--- src/hdl/tlcg_pkg.sv ---
// ============================================================================
// tlcg_pkg
// Shared types and constants of the three-generator shuffle random source:
// generator moduli, multipliers, increments, reciprocals and the sequencer
// state encoding.
// ============================================================================
package tlcg_pkg;

  // Number of generator lanes and their positions.
  localparam int LANES      = 3;
  localparam int LANE_ONE   = 0;
  localparam int LANE_TWO   = 1;
  localparam int LANE_THREE = 2;

  // Widths: generator value, pre-reduction value, estimated quotient,
  // remainder before the final correction, seed and table word.
  localparam int GW     = 18;
  localparam int PW     = 32;
  localparam int QW     = 16;
  localparam int RW     = 19;
  localparam int SEED_W = 31;
  localparam int NW     = 36;

  typedef logic [GW-1:0] gen_t;
  typedef logic [LANES-1:0][GW-1:0] gen_vec_t;

  // Generator constants, one entry per lane.
  localparam gen_t        LCG_M [LANES] = '{18'd259200, 18'd134456, 18'd243000};
  localparam logic [12:0] LCG_A [LANES] = '{13'd7141, 13'd8121, 13'd4561};
  localparam logic [15:0] LCG_C [LANES] = '{16'd54773, 16'd28411, 16'd51349};

  // floor(2^32 / M): the quotient estimate from it is low by at most one.
  localparam logic [QW-1:0] LCG_RECIP [LANES] = '{
    16'((64'd1 << PW) / 64'd259200),
    16'((64'd1 << PW) / 64'd134456),
    16'((64'd1 << PW) / 64'd243000)
  };

  // Request to the modulo step unit.
  typedef struct packed {
    logic valid;
    logic seed_mode;
  } step_req_t;

  // Sequencer states.
  typedef enum logic [3:0] {
    ST_IDLE,
    ST_SEED,
    ST_SEED_W,
    ST_PRE_A,
    ST_PRE_A_W,
    ST_PRE_B,
    ST_PRE_B_W,
    ST_FILL,
    ST_FILL_W,
    ST_STEP,
    ST_STEP_W,
    ST_SLOT_W,
    ST_WB,
    ST_OUT
  } state_t;

endpackage

--- src/hdl/tlcg_step.sv ---
// ============================================================================
// tlcg_step
// Three-lane generator step: x' = (A*x + C) mod M per lane, or for lane one
// in seed mode (C + seed) mod M. Three-stage pipeline with reciprocal
// quotient estimate and a single correcting subtract.
// ============================================================================
module tlcg_step (
  input  logic                           clk,
  input  logic                           rst,
  input  tlcg_pkg::step_req_t            req,
  input  tlcg_pkg::gen_vec_t             x,
  input  logic [tlcg_pkg::SEED_W-1:0]    seed,
  output logic                           out_valid,
  output tlcg_pkg::gen_vec_t             r
);

  logic [2:0] vld;
  logic [tlcg_pkg::LANES-1:0][tlcg_pkg::PW-1:0] p0;
  logic [tlcg_pkg::LANES-1:0][tlcg_pkg::PW-1:0] p1;
  logic [tlcg_pkg::LANES-1:0][tlcg_pkg::QW-1:0] q1;

  // Valid bits travel alongside the data stages.
  always_ff @(posedge clk) begin
    if (rst) begin
      vld <= '0;
    end else begin
      vld <= {vld[1:0], req.valid};
    end
  end

  assign out_valid = vld[2];

  for (genvar l = 0; l < tlcg_pkg::LANES; l++) begin : g_lane
    logic [tlcg_pkg::PW-1:0]             ax;
    logic [tlcg_pkg::PW-1:0]             p_in;
    logic [tlcg_pkg::PW+tlcg_pkg::QW-1:0] prod;
    logic [tlcg_pkg::QW+tlcg_pkg::GW-1:0] qm;
    logic [tlcg_pkg::RW-1:0]             rem;
    logic [tlcg_pkg::RW-1:0]             m_ext;

    // Stage one: linear part, or seed plus increment.
    assign ax = {19'b0, tlcg_pkg::LCG_A[l]} * {14'b0, x[l]};

    always_comb begin
      if (req.seed_mode && (l == tlcg_pkg::LANE_ONE)) begin
        p_in = {16'b0, tlcg_pkg::LCG_C[l]} + {1'b0, seed};
      end else begin
        p_in = ax + {16'b0, tlcg_pkg::LCG_C[l]};
      end
    end

    always_ff @(posedge clk) begin
      p0[l] <= p_in;
    end

    // Stage two: quotient estimate through the reciprocal.
    assign prod = {{tlcg_pkg::QW{1'b0}}, p0[l]}
                * {{tlcg_pkg::PW{1'b0}}, tlcg_pkg::LCG_RECIP[l]};

    always_ff @(posedge clk) begin
      q1[l] <= prod[tlcg_pkg::PW +: tlcg_pkg::QW];
      p1[l] <= p0[l];
    end

    // Stage three: remainder lies below 2M, one subtract corrects it.
    assign qm    = {{tlcg_pkg::GW{1'b0}}, q1[l]}
                 * {{tlcg_pkg::QW{1'b0}}, tlcg_pkg::LCG_M[l]};
    assign rem   = p1[l][tlcg_pkg::RW-1:0] - qm[tlcg_pkg::RW-1:0];
    assign m_ext = {1'b0, tlcg_pkg::LCG_M[l]};

    always_ff @(posedge clk) begin
      if (rem >= m_ext) begin
        r[l] <= tlcg_pkg::GW'(rem - m_ext);
      end else begin
        r[l] <= rem[tlcg_pkg::GW-1:0];
      end
    end
  end

endmodule

--- config.mk ---
export PLATFORM = sky130hd
export DESIGN_NAME = tlcg_step
export DESIGN_NICKNAME = d
export VERILOG_FILES = /design/src/hdl/tlcg_pkg.sv /design/src/hdl/tlcg_step.sv
export SDC_FILE = /design/constraint.sdc
export NUM_CORES = 2
export LEC_CHECK = 0
export BUFFER_PORTS_ARGS = -buffer_cell sky130_fd_sc_hd__clkbuf_2
export CORE_AREA = 2 2 258 514
export DETAILED_ROUTE_END_ITERATION = 7
export DIE_AREA = 0 0 260 516
export GPL_TIMING_DRIVEN = 1
export PLACE_DENSITY = 0.61
export SYNTH_ARGS = -nofsm -noshare
export SYNTH_HDL_FRONTEND = slang
export SYNTH_SLANG_ARGS = --single-unit
export TNS_END_PERCENT = 1
--- constraint.sdc ---
create_clock -name clk -period 9.9 [get_ports clk]
set_input_delay 0.99 -clock clk [delete_from_list [all_inputs] [get_ports clk]]
set_output_delay 0.99 -clock clk [all_outputs]
set_load 0.005 [all_outputs]
==> out/qor.yml <==
outcome:
  status: "complete, no violations"
grt:
  grt_pass1_wl_mm: 173
  grt_max_degree: 52
  grt_pass1_vias: 34233
  antenna_found_initial: 1
  grt.overflow.total: 0
  globalRouteTotalUtil_pct: 16.3
route:
  wl_per_cell_um: 16.6
  ant_nets: 0
  vias_per_cell: 4.78
  dr.first_iter.drc_count: 1035
  route.detailed.drc: 0
  wirelength_mm: 105
  vias: 30272
  dr.pass1.iters: 5
yosys:
  synth-seq-cells: 252
  synth_top_area_cell: "fa_1"
  yosysSeqAreaShare_pct: 11.1
  synth-edff-count: 0
  avgSynthCellArea_um2: 10.2
  synth_ff_type: "dfxtp_1"
  syn_inst: 4453
  ys_types: 82
  async_flop_share_pct: 0
  synth_area_um2: 45200
  post-synth-top-area-fraction_pct: 33.0
  synth.top_cells.by_area: "fa_1 (33%), ha_1 (27%), dfxtp_1 (11%)"
  syn_nets: 6278
  yosysWarnings: 0
setup_path:
  start_kind: "flop"
  worstPathArrival_ns: 7.51
  crit_fanout: 14
  path_class: "reg -> reg"
  worstPathRequired_ns: 10.40
  worst_setup_path_end_kind: "flop"
clock_network:
  clk_pin_slew_ns: 0.07
  cts_tree: "yes"
  cts_root_buf: "clkbuf_16"
  cts_setup_buffers: 0
  hold_buffers: 0
  clock_sinks: 252
  cts_resized: 0
  numCtsBuffers: 28
  clk_latency_ns: 0.61
  cts.path.max_buffers: 3
  h-tree-depth: 1
cells_and_area:
  fin_cells: 6339
  nNetsFinal: 6439
  drive_gt1_share_pct: 4.72
  syn2layout_area_growth_pct: 8.35
  final_cell_mix: "inv_1 (1,121), ha_1 (991), fa_1 (745)"
  final_common_cell: "inv_1"
floorplan:
  num_rows: 187
  die_h_um: 516
  dieArea_um2: 134000
  io_pins: 144
  coreArea_um2: 130000
  initial_core_util_pct: 34.8
  die_x_um: 260
place:
  port_buffers: 143
  place_congestion: 0.883
  dp_hpwl_mm: 95.7
  numPlacedInstances: 6285
sta:
  setup_viol_count_final: 0
  fin_setup_tns_ns: 0
  hold_viol: 0
  finalMaxSlewViolations: 0
  slew_headroom_pct: 38.4
  fin_crit_ns: 7.01
  fmax_ghz: 0.143
  timing.final.crit_share_pct: 70.8
  worst_pin_slew_ns: 0.922
  skew_ns: 0.0230
  rsz0062_at_grt: "false"
run:
  maxCapViolCount: 0
hold_path:
  holdCritPathClass: "reg -> reg"
sequential cells by signal (all words and copies together), names as in the netlist:
name	cells
p0	96
p1	57
q1	42
r	54
vld	3
cell type report:
| cell class | instances | area (µm²) |
|---|---|---|
| clock buffer | 39 | 773 |
| clock inverter | 12 | 205 |
| inverter | 1121 | 4210 |
| multi-input combinational | 3066 | 35900 |
| timing repair buffer | 145 | 731 |
| tap | 1701 | 2130 |
| antenna | 3 | 7.51 |
| fill | 12925 | 80800 |
| sequential | 252 | 5040 |
cells by family (layout without fill, tap and decap cells):
kind of cell,after synthesis,count (layout),share of synthesized area (%)
adders and majority gates,1736,1736,60.4
buffers and inverters,1135,1317,9.44
AOI/OAI and AO/OA,553,553,8.13
and+or+nand+nor,486,486,5.24
xor gates and xnor gates,281,281,5.44
DFF,252,252,11.1
muxes,10,10,0.235
other,0,3,0
synthesized netlist by cell type (11+ instances only):
| cell type | n |
|---|---|
| o21a_1 | 40 |
| nand2b_1 | 22 |
| nand3_1 | 35 |
| nand2_1 | 119 |
| fa_1 | 745 |
| nor2_1 | 130 |
| ha_1 | 991 |
| a211oi_1 | 20 |
| and2_1 | 14 |
| xnor2_1 | 188 |
| nor2b_1 | 39 |
| or3_1 | 16 |
| o21bai_1 | 14 |
| o21ai_0 | 111 |
| and3_1 | 21 |
| nand4_1 | 14 |
| o211ai_1 | 21 |
| nor3_1 | 38 |
| inv_1 | 1121 |
| a21o_1 | 58 |
| a2111oi_0 | 12 |
| dfxtp_1 | 252 |
| a21boi_0 | 11 |
| xor2_1 | 93 |
| a31oi_1 | 11 |
| a21oi_1 | 146 |
path summary, 6_finish.rpt:
check	start	end	slack, ns	cells past startpoint
worst min-delay path	p1[3]	r[3]	0.35	0
worst min register to register	p1[3]	r[3]	0.35	0
worst max register to register	q1[21]	r[22]	2.89	23
worst max-delay path	q1[21]	r[22]	2.89	23
layer usage:
layer  up-vias  GRT usage, %  wire length (µm)
met5         -             0                 0
met4         0          6.35              4460
met3       192          1.26              2310
met2       394          34.4             62400
met1     15075          15.8             36300
li1      14611             -                 -
per-stage QoR:
step / instance area (µm²) / utilization (%) / setup slack (ns) / hold WS (ns)
global placement: 48000 / 37.0 / 2.52 / 0.336
floorplan: 45200 / - / 3.46 / 0.331
detailed placement: 48000 / 37.0 / 2.45 / 0.337
CTS: 49000 / 37.8 / 2.89 / 0.352
finish: 49000 / 37.8 / 2.89 / 0.350
global route: 49000 / 37.8 / 2.35 / 0.365
worst max-delay path: stages (launching register included):
cell	delay, ns
dfxtp_1	0.54
inv_1	0.13
fa_1	0.55
inv_1	0.04
ha_1	0.17
ha_1	0.27
ha_1	0.28
inv_1	0.05
fa_1	0.53
inv_1	0.06
fa_1	0.47
ha_1	0.33
inv_1	0.09
o21ai_0	0.09
a21oi_1	0.24
xor2_1	0.10
ha_1	0.37
mux2_2	0.35
a311oi_1	0.22
o211ai_1	0.23
a211oi_2	0.38
nand4_1	0.17
a211oi_2	0.82
mux2_2	0.41
Power is left out: the tool's default activity adds up to more than one toggle a clock period on the data nets, which glitch-free logic cannot reach.
