File: config.mk
export PLATFORM = sky130hd
export DESIGN_NAME = tlcg_slot
export DESIGN_NICKNAME = d
export VERILOG_FILES = /design/src/hdl/tlcg_pkg.sv /design/src/hdl/tlcg_slot.sv
export SDC_FILE = /design/constraint.sdc
export NUM_CORES = 1
export LEC_CHECK = 0
export BUFFER_PORTS_ARGS = -buffer_cell sky130_fd_sc_hd__buf_2
export CAP_MARGIN = 10
export CORE_AREA = 10 10 183 185
export CTS_CLUSTER_DIAMETER = 80
export DETAILED_ROUTE_END_ITERATION = 8
export DIE_AREA = 0 0 193 195
export GPL_TIMING_DRIVEN = 0
export MAX_ROUTING_LAYER = met4
export SLEW_MARGIN = 20
export SYNTH_ARGS = -nofsm -noshare
export SYNTH_HDL_FRONTEND = slang
export SYNTH_SLANG_ARGS = --single-unit
File: constraint.sdc
create_clock -name clk -period 8.2 [get_ports clk]
set_input_delay 0.82 -clock clk [delete_from_list [all_inputs] [get_ports clk]]
set_output_delay 0.82 -clock clk [all_outputs]
set_load 0.02 [all_outputs]
File: src/hdl/tlcg_pkg.sv
// ============================================================================
// tlcg_pkg
// Shared types and constants of the three-generator shuffle random source:
// generator moduli, multipliers, increments, reciprocals and the sequencer
// state encoding.
// ============================================================================
package tlcg_pkg;

  // Number of generator lanes and their positions.
  localparam int LANES      = 3;
  localparam int LANE_ONE   = 0;
  localparam int LANE_TWO   = 1;
  localparam int LANE_THREE = 2;

  // Widths: generator value, pre-reduction value, estimated quotient,
  // remainder before the final correction, seed and table word.
  localparam int GW     = 18;
  localparam int PW     = 32;
  localparam int QW     = 16;
  localparam int RW     = 19;
  localparam int SEED_W = 31;
  localparam int NW     = 36;

  typedef logic [GW-1:0] gen_t;
  typedef logic [LANES-1:0][GW-1:0] gen_vec_t;

  // Generator constants, one entry per lane.
  localparam gen_t        LCG_M [LANES] = '{18'd259200, 18'd134456, 18'd243000};
  localparam logic [12:0] LCG_A [LANES] = '{13'd7141, 13'd8121, 13'd4561};
  localparam logic [15:0] LCG_C [LANES] = '{16'd54773, 16'd28411, 16'd51349};

  // floor(2^32 / M): the quotient estimate from it is low by at most one.
  localparam logic [QW-1:0] LCG_RECIP [LANES] = '{
    16'((64'd1 << PW) / 64'd259200),
    16'((64'd1 << PW) / 64'd134456),
    16'((64'd1 << PW) / 64'd243000)
  };

  // Request to the modulo step unit.
  typedef struct packed {
    logic valid;
    logic seed_mode;
  } step_req_t;

  // Sequencer states.
  typedef enum logic [3:0] {
    ST_IDLE,
    ST_SEED,
    ST_SEED_W,
    ST_PRE_A,
    ST_PRE_A_W,
    ST_PRE_B,
    ST_PRE_B_W,
    ST_FILL,
    ST_FILL_W,
    ST_STEP,
    ST_STEP_W,
    ST_SLOT_W,
    ST_WB,
    ST_OUT
  } state_t;

endpackage

File: src/hdl/tlcg_slot.sv
// ============================================================================
// tlcg_slot
// Table slot selection: slot = floor(TABLE_SIZE * g3 / M3), computed as a
// three-stage pipeline with a reciprocal estimate and one correction.
// ============================================================================
module tlcg_slot #(
  parameter int TABLE_SIZE = 97
) (
  input  logic                              clk,
  input  logic                              rst,
  input  logic                              in_valid,
  input  tlcg_pkg::gen_t                    g3,
  output logic                              out_valid,
  output logic [$clog2(TABLE_SIZE)-1:0]     slot
);

  localparam int IW = $clog2(TABLE_SIZE);
  localparam int TW = IW + tlcg_pkg::GW;

  logic [2:0]                          vld;
  logic [TW-1:0]                       t0;
  logic [TW-1:0]                       t1;
  logic [IW-1:0]                       qe;
  logic [TW+tlcg_pkg::QW-1:0]          prod;
  logic [IW+tlcg_pkg::GW-1:0]          qm;
  logic [tlcg_pkg::RW-1:0]             rem;

  // Valid bits for the three stages.
  always_ff @(posedge clk) begin
    if (rst) begin
      vld <= '0;
    end else begin
      vld <= {vld[1:0], in_valid};
    end
  end

  assign out_valid = vld[2];

  // Stage one: scale by the table size.
  always_ff @(posedge clk) begin
    t0 <= TW'(TABLE_SIZE) * {{IW{1'b0}}, g3};
  end

  // Stage two: quotient estimate, low by at most one.
  assign prod = {{tlcg_pkg::QW{1'b0}}, t0}
              * {{TW{1'b0}}, tlcg_pkg::LCG_RECIP[tlcg_pkg::LANE_THREE]};

  always_ff @(posedge clk) begin
    qe <= prod[tlcg_pkg::PW +: IW];
    t1 <= t0;
  end

  // Stage three: bump the quotient when the remainder reaches M3.
  assign qm  = {{tlcg_pkg::GW{1'b0}}, qe}
             * {{IW{1'b0}}, tlcg_pkg::LCG_M[tlcg_pkg::LANE_THREE]};
  assign rem = t1[tlcg_pkg::RW-1:0] - qm[tlcg_pkg::RW-1:0];

  always_ff @(posedge clk) begin
    if (rem >= {1'b0, tlcg_pkg::LCG_M[tlcg_pkg::LANE_THREE]}) begin
      slot <= qe + IW'(1);
    end else begin
      slot <= qe;
    end
  end

endmodule

==> results.sh <==
export IMPL_avgSynthCellArea_um2=9.36
export IMPL_dp_hpwl_mm=14.3
export IMPL_die_y_um=195
export IMPL_drv_slew=0
export IMPL_cts_resized=0
export IMPL_initial_core_util=0.294
export IMPL_crit_path_max_incr_delay_ns=0.54
export IMPL_synthTopCellsByArea="ha_1, fa_1, dfxtp_1"
export IMPL_nNetsFinal=1336
export IMPL_ys_seq_area_frac=0.131
export IMPL_synth_edff_count=0
export IMPL_n_antenna_cell=0
export IMPL_worstPathArrival_ns=6.23
export IMPL_async_reset_ff_frac=0
export IMPL_met1_usage=0.126
export IMPL_wl_per_cell_um=11.7
export IMPL_fin_skew_ns=0.00905
export IMPL_clk_pin_slew_ns=0.05
export IMPL_synthAdderAreaFrac=0.538
export IMPL_status="finished, final reports clean"
export IMPL_hold_violations=0
export IMPL_vias=5949
export IMPL_synth_seq_cells=58
export IMPL_grt_pass1_vias=6162
export IMPL_synth_compound_area_frac=0.0984
export IMPL_synth_top_family_by_area="adder cells"
export IMPL_antenna_found_initial=0
export IMPL_cp_required_ns=8.47
export IMPL_path_common_cell="ha_1"
export IMPL_synth_top_area_cell="ha_1"
export IMPL_drt_iter0_markers=93
export IMPL_grt_max_degree=12
export IMPL_synth_cell_type_count=54
export IMPL_postRouteAntennaNets=0
export IMPL_syn_inst=945
export IMPL_setup_tns_ns=0
export IMPL_crit_path_end="slot[6]"
export IMPL_clock_fmax_mhz=168
export IMPL_grt_usage=0.0960
export IMPL_criticalPathCategory="flop to flop"
export IMPL_drc_errors=0
export IMPL_cts_tree="done"
export IMPL_synth_top_area_frac=0.352
export IMPL_grt_pass1_wl_mm=28.6
export IMPL_final_util=0.327
export IMPL_placed_cells=1369
export IMPL_holdWs_ns=0.435
export IMPL_port_buffer_count=28
export IMPL_worstMarginPinSlew_ns=0.621
export IMPL_via_per_inst=4.30
export IMPL_reg2reg_depth=25
export IMPL_cap_violations=0
export IMPL_synthSimpleGateAreaFrac=0.0565
export IMPL_pin_count=29
export IMPL_drt_wl_total_mm=16.2
export IMPL_synthFlopType="dfxtp_1"
export IMPL_dr_pass1_iters=4
export IMPL_cts_made_buffers=9
export IMPL_r2r_start="qe[4]"
export IMPL_synth_area_mux_share=0
export IMPL_met2_usage=0.148
export IMPL_root_buffer="clkbuf_16"
export IMPL_reg2reg_to="slot[6]"
export IMPL_cts_buffer_depth=2
export IMPL_htreeDepth=3
export IMPL_postCtsHoldBufs=0
export IMPL_die_area_mm2=0.0376
export IMPL_drive_gt1_frac=0.0566
export IMPL_startpoint="qe[4]"
export IMPL_crit_fanout=8
export IMPL_core_area_mm2=0.0300
export IMPL_slowest_stage="dfxtp_1"
export IMPL_synth_xor_area_share=0.0582
export IMPL_fin_crit_sh=0.727
export IMPL_cp_start_kind="flop"
export IMPL_r2r_slack_ns=2.24
export IMPL_cts_setup_buffers=0
export IMPL_overflow=0
export IMPL_crit_path_end_kind="flop"
export IMPL_place_gp_congestion=0.861
export IMPL_synth_warnings=0
export IMPL_rows=64
export IMPL_syn2layout_area_growth_pct=10.9
export IMPL_syn_cell_area_mm2=0.00884
export IMPL_maxSlewHeadroom=0.586
export IMPL_layout_cells_non_filler=1385
export IMPL_syn_num_nets=1297
export IMPL_die_w_um=193
export IMPL_rsz0062_at_grt="no"
export IMPL_holdCritPathClass="flop to flop"
export IMPL_period_needed_ns=5.96
export IMPL_clkSinkCount=58
export IMPL_n_fill_cell=3090
export IMPL_busiest_layer="met2"
export IMPL_gr_usage_met3=0.0191
export IMPL_setup_viol=0
export IMPL_clk_latency_ns=0.35
-- sequential cells by signal (all words and copies together), names as in the netlist --
| register | count |
|---|---|
| t1 | 16 |
| qe | 7 |
| vld | 3 |
| t0 | 25 |
| slot | 7 |
-- per-layer routing --
layer	wire length, um	up-vias
li1	-	3126
met1	8280	2751
met2	7250	56
met3	464	16
met4	241	0
met5	0	-
-- cell type report --
type / count / area, um2 / area share
multi-input combinational: 610 / 6640 / 0.677
sequential: 58 / 1160 / 0.118
inverter: 276 / 1040 / 0.106
tap: 396 / 495 / 0.0505
clock buffer: 10 / 239 / 0.0244
timing repair buffer: 28 / 140 / 0.0143
clock inverter: 6 / 90.1 / 0.00919
buffer: 1 / 3.75 / 0.000383
-- synthesized netlist by cell type (all sizes together) (3+ instances only) --
master and n:
a211oi 7, a21o 22, a21oi 34, a31oi 3
dfxtp 58, fa 82, ha 249, inv 276
nand2 20, nand2b 5, nand3 4, nor2 27
nor2b 12, nor3 9, nor4 5, o21a 11
o21ai 19, o21bai 3, o31ai 5, or2 3
xnor2 39, xor2 17
-- kinds of logic after synthesis --
kind of cell / count (synthesis)
adder cells (fa/ha/maj): 331
buffers and inverters: 277
AO/OA/AOI/OAI: 124
AND/OR/NAND/NOR: 98
flip-flops: 58
XOR/XNOR: 57
-- critical path, delay by kind of cell (launching register included) --
kind	cells	cell delay, ns
buffers and inverters	2	0.09
AO/OA/AOI/OAI	9	1.77
XOR/XNOR	3	0.73
adder cells (fa/ha/maj)	6	2.25
AND/OR/NAND/NOR	5	0.51
flip-flops	1	0.54
-- cells in the final DEF (no fill, tap or decap), types with 3 or more instances in the layout --
cell / n
ha_1: 249
xnor2_1: 39
xor2_1: 17
nor4_1: 5
fa_1: 82
nor3_1: 8
o21a_1: 11
nor2_1: 27
o31ai_1: 5
nor2b_1: 12
inv_1: 276
nand2b_1: 5
nand3_1: 4
a211oi_1: 6
a21o_1: 22
a21oi_1: 34
o21ai_0: 16
nand2_1: 20
buf_2: 28
o21bai_1: 3
dfxtp_1: 58
clkbuf_16: 9
-- worst min-delay path by stage --
stage | startpoint | end | slack [ns] | cells after the start
detailed placement | t0[3] | t1[3] | 0.43 | 0
finish | t0[3] | t1[3] | 0.44 | 0
global route | t0[3] | t1[3] | 0.45 | 0
global placement | t0[3] | t1[3] | 0.42 | 0
floorplan | t0[10] | t1[10] | 0.37 | 0
CTS | t0[3] | t1[3] | 0.44 | 0
-- per-stage QoR --
stage | cell area [um2] | worst slack [ns]
6_report | 9810 | 2.24
5_1_grt | 9810 | 1.89
4_1_cts | 9810 | 2.23
3_5_place_dp | 9480 | 2.30
3_3_place_gp | 9480 | 2.27
2_1_floorplan | 8840 | 2.82
Power is left out: the tool's default activity adds up to more than one toggle a clock period on the data nets, which glitch-free logic cannot reach.
